File: config.mk
export PLATFORM = sky130hd
export DESIGN_NAME = ultrasonic_echo_emulator_flat
export DESIGN_NICKNAME = d
export VERILOG_FILES = /design/src/hw/rtl/uee_pkg.sv /design/src/hw/rtl/uee_in_if.sv /design/src/hw/rtl/uee_out_if.sv /design/src/hw/rtl/uee_cfg_if.sv /design/src/hw/rtl/ultrasonic_echo_emulator.sv /design/src/flat_wrapper.sv
export SDC_FILE = /design/constraint.sdc
export NUM_CORES = 1
export LEC_CHECK = 0
export BUFFER_PORTS_ARGS = -buffer_cell sky130_fd_sc_hd__buf_2
export CELL_PAD_IN_SITES_DETAIL_PLACEMENT = 2
export CELL_PAD_IN_SITES_GLOBAL_PLACEMENT = 2
export CORE_ASPECT_RATIO = 0.6
export CORE_MARGIN = 2
export CORE_UTILIZATION = 41
export CTS_CLUSTER_SIZE = 14
export DETAILED_ROUTE_END_ITERATION = 12
export GPL_ROUTABILITY_DRIVEN = 0
export GPL_TIMING_DRIVEN = 1
export PLACE_DENSITY = 0.87
export SYNTH_ARGS = -nofsm -noshare
export SYNTH_HDL_FRONTEND = slang
export SYNTH_SLANG_ARGS = --single-unit
File: constraint.sdc
create_clock -name clk -period 9.3 [get_ports clk]
set_clock_uncertainty 0.15 [all_clocks]
set_input_delay 0.465 -clock clk [delete_from_list [all_inputs] [get_ports clk]]
set_output_delay 0.465 -clock clk [all_outputs]
set_load 0.02 [all_outputs]
File: src/hw/rtl/uee_pkg.sv
package uee_pkg;

  // Event counter width; counters wrap at this width
  localparam int CountWidth = 32;

  // Width of the range channel write payload in bytes
  localparam logic [7:0] RangeWriteBytes = 8'd2;

  // Request codes
  typedef enum logic [1:0] {
    REQ_WRITE = 2'd0,
    REQ_LINE  = 2'd1,
    REQ_TIME  = 2'd2
  } req_code_t;

  // Configuration register indexes
  localparam logic [7:0] RegModelAttached = 8'd0;
  localparam logic [7:0] RegRangeChannel  = 8'd1;
  localparam logic [7:0] RegTriggerLine   = 8'd2;
  localparam logic [7:0] RegStartDelay    = 8'd3;
  localparam logic [7:0] RegUsPerMm       = 8'd4;

  typedef struct packed {
    logic [1:0]  req_type;
    logic [7:0]  channel_num;
    logic [7:0]  byte_count;
    logic [7:0]  data_high;
    logic [7:0]  data_low;
    logic [7:0]  line_num;
    logic        line_level;
    logic [63:0] now_us;
  } in_item_t;

  typedef struct packed {
    logic        write_accepted;
    logic        echo_changed;
    logic        echo_level;
    logic        wake_valid;
    logic [63:0] wake_time_us;
    logic        trigger_dropped;
    logic [31:0] pulse_total;
    logic [31:0] ignored_total;
    logic [15:0] range_now_mm;
  } out_item_t;

endpackage

File: src/hw/rtl/uee_in_if.sv
interface uee_in_if;
  import uee_pkg::*;

  logic     valid;
  logic     ready;
  in_item_t data;

  modport source (output valid, output data, input ready);
  modport sink (input valid, input data, output ready);
endinterface

File: src/hw/rtl/uee_out_if.sv
interface uee_out_if;
  import uee_pkg::*;

  logic      valid;
  logic      ready;
  out_item_t data;

  modport source (output valid, output data, input ready);
  modport sink (input valid, input data, output ready);
endinterface

File: src/hw/rtl/uee_cfg_if.sv
interface uee_cfg_if;
  logic        valid;
  logic        ready;
  logic [7:0]  index;
  logic [15:0] wdata;

  modport source (output valid, output index, output wdata, input ready);
  modport sink (input valid, input index, input wdata, output ready);
endinterface

File: src/hw/rtl/ultrasonic_echo_emulator.sv
// An item passes through the input register and then the result register
// before its result is offered.
// Throughput: one item per cycle while rsp is not stalled; the state update
// for an item is combinational, so back-to-back items see each other's state.
// Reset (rst, synchronous): registers take their listed reset values, the
// measurement returns to idle, counters and range clear, both stages empty.
module ultrasonic_echo_emulator (
  input logic       clk,
  input logic       rst,
  uee_cfg_if.sink   cfg,
  uee_in_if.sink    req,
  uee_out_if.source rsp
);
  import uee_pkg::*;

  typedef enum logic [1:0] {
    PH_IDLE = 2'd0,
    PH_WAIT = 2'd1,
    PH_ECHO = 2'd2
  } phase_t;

  // Configuration registers
  logic        model_attached;
  logic [7:0]  range_channel_id;
  logic [7:0]  trigger_line_id;
  logic [15:0] start_delay_us;
  logic [7:0]  us_per_mm;

  // Emulator state
  logic [15:0]           distance_mm, distance_mm_next;
  phase_t                phase, phase_next;
  logic [63:0]           due_time, due_time_next;
  logic [CountWidth-1:0] pulse_counter, pulse_counter_next;
  logic [CountWidth-1:0] ignored_counter, ignored_counter_next;
  logic                  echo_state, echo_state_next;

  // Pipeline registers
  logic      stage_valid;
  in_item_t  stage;
  logic      rsp_valid;
  out_item_t rsp_data;
  out_item_t result;
  logic      advance;
  logic [23:0] echo_len;

  // Move the staged item to the result register when the slot is free
  assign advance   = stage_valid && (!rsp_valid || rsp.ready);
  assign req.ready = !stage_valid || advance;
  assign cfg.ready = 1'b1;
  assign rsp.valid = rsp_valid;
  assign rsp.data  = rsp_data;

  assign echo_len = distance_mm * us_per_mm;

  // Compute next state and result for the staged item
  always_comb begin
    distance_mm_next     = distance_mm;
    phase_next           = phase;
    due_time_next        = due_time;
    pulse_counter_next   = pulse_counter;
    ignored_counter_next = ignored_counter;
    echo_state_next      = echo_state;
    result               = '0;

    case (stage.req_type)
      REQ_WRITE: begin
        if (stage.channel_num == range_channel_id && stage.byte_count == RangeWriteBytes) begin
          distance_mm_next      = {stage.data_high, stage.data_low};
          result.write_accepted = 1'b1;
        end
      end
      REQ_LINE: begin
        if (stage.line_num == trigger_line_id && stage.line_level && model_attached) begin
          if (phase != PH_IDLE) begin
            ignored_counter_next   = ignored_counter + 1'b1;
            result.trigger_dropped = 1'b1;
          end else begin
            pulse_counter_next  = pulse_counter + 1'b1;
            phase_next          = PH_WAIT;
            due_time_next       = stage.now_us + 64'(start_delay_us);
            result.wake_valid   = 1'b1;
            result.wake_time_us = due_time_next;
          end
        end
      end
      REQ_TIME: begin
        if (phase != PH_IDLE && stage.now_us >= due_time && model_attached) begin
          result.echo_changed = 1'b1;
          if (phase == PH_WAIT) begin
            phase_next          = PH_ECHO;
            echo_state_next     = 1'b1;
            due_time_next       = stage.now_us + 64'(echo_len);
            result.wake_valid   = 1'b1;
            result.wake_time_us = due_time_next;
          end else begin
            phase_next      = PH_IDLE;
            echo_state_next = 1'b0;
          end
        end
      end
      default: begin
      end
    endcase

    result.echo_level    = echo_state_next;
    result.pulse_total   = 32'(pulse_counter_next);
    result.ignored_total = 32'(ignored_counter_next);
    result.range_now_mm  = distance_mm_next;
  end

  // Hold configuration registers
  always_ff @(posedge clk) begin
    if (rst) begin
      model_attached   <= 1'b1;
      range_channel_id <= 8'd0;
      trigger_line_id  <= 8'd0;
      start_delay_us   <= 16'd0;
      us_per_mm        <= 8'd6;
    end else if (cfg.valid) begin
      case (cfg.index)
        RegModelAttached: model_attached   <= cfg.wdata[0];
        RegRangeChannel:  range_channel_id <= cfg.wdata[7:0];
        RegTriggerLine:   trigger_line_id  <= cfg.wdata[7:0];
        RegStartDelay:    start_delay_us   <= cfg.wdata;
        RegUsPerMm:       us_per_mm        <= cfg.wdata[7:0];
        default: begin
        end
      endcase
    end
  end

  // Advance emulator state on each item leaving the input stage
  always_ff @(posedge clk) begin
    if (rst) begin
      distance_mm     <= '0;
      phase           <= PH_IDLE;
      due_time        <= '0;
      pulse_counter   <= '0;
      ignored_counter <= '0;
      echo_state      <= 1'b0;
    end else if (advance) begin
      distance_mm     <= distance_mm_next;
      phase           <= phase_next;
      due_time        <= due_time_next;
      pulse_counter   <= pulse_counter_next;
      ignored_counter <= ignored_counter_next;
      echo_state      <= echo_state_next;
    end
  end

  // Input stage: capture each transfer
  always_ff @(posedge clk) begin
    if (rst) begin
      stage_valid <= 1'b0;
    end else if (req.ready) begin
      stage_valid <= req.valid;
    end
  end

  always_ff @(posedge clk) begin
    if (req.valid && req.ready) begin
      stage <= req.data;
    end
  end

  // Result stage: hold until the sink takes it
  always_ff @(posedge clk) begin
    if (rst) begin
      rsp_valid <= 1'b0;
    end else if (advance) begin
      rsp_valid <= 1'b1;
    end else if (rsp.ready) begin
      rsp_valid <= 1'b0;
    end
  end

  always_ff @(posedge clk) begin
    if (advance) begin
      rsp_data <= result;
    end
  end

endmodule

File: src/flat_wrapper.sv
// flat-port wrapper written by rule: the top's interface ports become plain ports
module ultrasonic_echo_emulator_flat import uee_pkg::*;
  (clk, rst, cfg_valid, cfg_index, cfg_wdata, cfg_ready, req_valid, req_data, req_ready, rsp_valid, rsp_data, rsp_ready);
  uee_cfg_if cfg_i ();
  uee_in_if req_i ();
  uee_out_if rsp_i ();
  input logic clk;
  input logic rst;
  input wire logic [$bits(cfg_i.valid)-1:0] cfg_valid;
  input wire logic [$bits(cfg_i.index)-1:0] cfg_index;
  input wire logic [$bits(cfg_i.wdata)-1:0] cfg_wdata;
  output wire logic [$bits(cfg_i.ready)-1:0] cfg_ready;
  input wire logic [$bits(req_i.valid)-1:0] req_valid;
  input wire logic [$bits(req_i.data)-1:0] req_data;
  output wire logic [$bits(req_i.ready)-1:0] req_ready;
  output wire logic [$bits(rsp_i.valid)-1:0] rsp_valid;
  output wire logic [$bits(rsp_i.data)-1:0] rsp_data;
  input wire logic [$bits(rsp_i.ready)-1:0] rsp_ready;
  assign cfg_i.valid = cfg_valid;
  assign cfg_i.index = cfg_index;
  assign cfg_i.wdata = cfg_wdata;
  assign cfg_ready = cfg_i.ready;
  assign req_i.valid = req_valid;
  assign req_i.data = req_data;
  assign req_ready = req_i.ready;
  assign rsp_valid = rsp_i.valid;
  assign rsp_data = rsp_i.data;
  assign rsp_i.ready = rsp_ready;
  ultrasonic_echo_emulator u_core (.clk(clk), .rst(rst), .cfg(cfg_i), .req(req_i), .rsp(rsp_i));
endmodule
==> impl_metrics.py <==
metrics = {
    "clock_network": {
        "cts_tree": "done",
        "cts_root_buf": "clkbuf_16",
        "cts_buffer_depth": 3,
        "clkSinkCount": 446,
        "cts.htree.levels": 2,
        "clk_latency_ns": 0.64,
        "cts_inserted_buffers": 47,
        "path_clk_slew_ns": 0.07,
    },
    "critical_path": {
        "endpoint": "u_core.rsp.data[129]$_DFFE_PP_",
        "critical_path_class": "reg -> reg",
        "crit_path_max_fanout": 17,
        "r2r-end": "u_core.rsp.data[129]$_DFFE_PP_",
        "reg2reg_slack_ns": 1.74,
        "r2r_cells": 18,
        "critPathLaunch": "u_core.us_per_mm[1]$_SDFFE_PP1P_",
        "worstPathRequired_ns": 9.53,
        "end_kind": "flip-flop",
        "rr_startpoint": "u_core.us_per_mm[1]$_SDFFE_PP1P_",
        "start_kind": "flip-flop",
        "critPathArrivalTime_ns": 7.80,
    },
    "synthesis": {
        "yosysUniqueCellTypes": 79,
        "synthTopCellsByArea": "edfxtp_1 29%, dfxtp_1 14%, fa_1 8.0%",
        "yosysWarnings": 0,
        "synth_enable_flop_cells": 256,
        "synth_top_cell_by_area": "edfxtp_1",
        "syn-instance-count": 2746,
        "syn-num-nets": 3123,
        "syn_area_per_cell_um2": 9.78,
        "ys_async_sr_fraction_pct": 0,
        "ys.flop_type": "edfxtp_1",
        "syn-cell-area_mm2": 0.0269,
        "synth_top_area_share_pct": 28.6,
        "synth_seq_cells": 446,
        "synth_seq_area_share_pct": 42.8,
    },
    "global_route": {
        "grt_max_degree": 128,
        "antenna_found_initial": 3,
        "overflow": 0,
        "grt_pass1_vias": 26700,
        "grt_pass1_wl_mm": 174,
        "track_usage_pct": 34.1,
    },
    "die": {
        "core_mm2": 0.0646,
        "die_width_um": 334,
        "fp.dieH_um": 202,
        "initial_utilization_pct": 41.6,
        "die_area_mm2": 0.0676,
        "rows": 72,
        "io_pins": 288,
    },
    "routing": {
        "firstDrtPassIters": 8,
        "remaining_drc_errors": 0,
        "via_per_inst": 6.06,
        "wl_per_cell_um": 29.1,
        "drt_iter0_markers": 2251,
        "vias": 24100,
        "ant_nets": 0,
        "routed_wl_mm": 116,
    },
    "timing": {
        "slew_violations": 0,
        "fin_crit_sh_pct": 81.3,
        "setup-tns-final_ns": 0,
        "final_hold_viol_count": 0,
        "min_period_ns": 7.56,
        "slew_headroom_pct": 17.6,
        "worst_hold_slack_ns": 0.0525,
        "worst_pin_slew_ns": 1.22,
        "rsz0062_at_grt": "false",
        "max_clock_freq_ghz": 0.132,
        "setup_viol": 0,
    },
    "place": {
        "port_buffers": 286,
        "dpl.hpwl_mm": 76.3,
    },
    "job": {
        "maxCapViolCount": 0,
    },
    "power_and_ir_drop": {
        "irDropWorstVdd_mv": 0.126,
        "cellPowerDensity_mw_per_mm2": 159,
        "clockPowerShare_pct": 40.4,
        "swShare_pct": 30.1,
        "p_leak_nw": 12.6,
        "p_int_w": 0.00353,
        "p_comb_share_pct": 14.8,
        "power_frac_seq_pct": 44.7,
        "p_switching_w": 0.00152,
    },
    "cells_and_area": {
        "drive_gt1_share_pct": 13.7,
        "multiInputGateArea_mm2": 0.0140,
        "fin_nets": 3456,
        "area_growth_pct": 18.2,
        "seq_area_mm2": 0.0115,
        "nFillCells": 6636,
    },
    "min_path": {
        "hp-class": "in -> reg",
        "hold_start": "rsp_ready",
    },
    "status": {
        "status": "finished, final reports clean",
    },
}
-- area by class of cell --
type / instances / area share, %
diodes: 2 / 0.0158
inverters: 231 / 2.76
clock inverters: 30 / 0.981
multi-input cells: 1928 / 44.0
well taps: 851 / 3.35
repair buffers: 425 / 8.73
flip-flops and latches: 446 / 36.2
clock buffers: 58 / 4.00
-- timing repair --
action / CTS / global route
buffers inserted: 0 / 0
endpoints found under the hold margin: 116 / 0
resized for setup: 0 / 0
endpoints found under the setup margin: 0 / 0
hold buffers: 116 / 0
-- layout by cell type (no fill, tap or decap), drive strengths merged, types with 53 or more instances in the layout --
cell         synthesis  final
xor2                85     85
edfxtp             256    256
clkbuf             103     58
buf                 38    309
fa                 107    107
nand2              227    227
nand4               53     53
ha                 134    134
nor3                81     81
nand3               69     69
and2                97     97
a21oi              117    117
inv                231    232
dfxtp              190    190
o21ai               87     87
xnor2              107    107
nor2               309    309
dlygate4sd3          0    116
-- through the flow --
step / util (%) / instance area, um2 / power (W) / setup WS [ns] / instances
global route: 49.1 / 31700 / 0.00520 / 1.67 / 3970
finish: 49.1 / 31700 / 0.00504 / 1.74 / 3971
global placement: 44.9 / 29000 / 0.00287 / 2.95 / 3765
detailed placement: 44.9 / 29000 / 0.00295 / 2.51 / 3765
CTS: 49.1 / 31700 / 0.00499 / 2.38 / 3969
floorplan: - / 26900 / 0.00268 / 3.50 / 2746
-- worst min path at each step --
stage / endpoint / depth (start not counted) / slack (ns)
final: u_core.rsp.valid$_SDFFE_PP0P_ / 4 / 0.05
after global routing: u_core.us_per_mm[2]$_SDFFE_PP1P_ / 3 / 0.07
after CTS: u_core.us_per_mm[1]$_SDFFE_PP1P_ / 3 / 0.0009
after detailed placement: u_core.due_time[22]$_SDFFE_PP0P_ / 2 / 0.30
after global placement: u_core.due_time[26]$_SDFFE_PP0P_ / 2 / 0.29
after floorplan: u_core.due_time[22]$_SDFFE_PP0P_ / 2 / 0.28
-- layer usage --
metal | vias up | global-route usage, % | wire, um
met3 | 391 | 5.75 | 8220
met1 | 12300 | 43.1 | 46400
li1 | 10200 | - | -
met4 | 2 | 18.6 | 7000
met2 | 1180 | 56.0 | 53900
met5 | - | 0 | 11
-- power groups by stage --
stage               clock network, W  registers [W]  logic [W]
global route                 0.00214        0.00226   0.000802
global placement                   0        0.00228   0.000590
detailed placement                 0        0.00229   0.000653
finish                       0.00204        0.00226   0.000749
CTS                          0.00204        0.00225   0.000705
floorplan                          0        0.00229   0.000389
-- worst max-delay path, stage by stage, from the launching register on --
cell     delay (ns)
dfxtp_1        0.92
nand2_1        0.34
fa_1           0.82
inv_1          0.13
fa_1           0.56
fa_1           0.56
inv_1          0.08
fa_1           0.55
inv_1          0.06
ha_1           0.35
o21ai_0        0.38
nor2_1         0.14
a211o_1        0.32
and2_1         0.21
a21o_1         0.23
and2_0         0.37
a22oi_2        0.71
nor4b_1        0.14
a31o_2         0.26
-- cell usage after synthesis (12+ instances only) --
cell type,instances
dfxtp_1,190
a21oi_1,116
or3_1,22
xnor2_1,107
nand2_1,227
ha_1,134
o211ai_1,15
and3_1,30
mux2_2,18
nor3_1,81
fa_1,107
clkbuf_1,103
and2_1,95
buf_2,24
nor4_1,17
nor2_1,309
o21a_1,20
a31oi_1,15
inv_1,230
a221oi_1,17
mux2i_1,52
edfxtp_1,256
nand3_1,69
o21ai_0,83
a311oi_1,12
and4_1,17
xor2_1,85
nand4_1,53
a21o_1,24
a211oi_1,47
-- registers in the layout (all words and copies together), names as in the netlist --
register and cells:
u_core.rsp.data 149, u_core.stage 107, u_core.due_time 64, u_core.ignored_counter 32, u_core.pulse_counter 32, u_core.distance_mm 16, u_core.start_delay_us 16, u_core.range_channel_id 8
u_core.trigger_line_id 8, u_core.us_per_mm 8, u_core.phase 2, u_core.echo_state 1, u_core.model_attached 1, u_core.rsp.valid 1, u_core.stage_valid 1
-- cell families after synthesis --
kind of cell / count (synthesis) / share of synthesized area (%)
flip-flops: 446 / 42.8
other: 1 / 0.0140
AO/OA/AOI/OAI: 456 / 11.4
multiplexers: 70 / 2.69
AND/OR/NAND/NOR: 968 / 17.3
XOR/XNOR: 192 / 6.26
adder cells (fa/ha/maj): 241 / 14.2
buffers and inverters: 372 / 5.40
No activity file was read; power rests on OpenSTA's default activity.
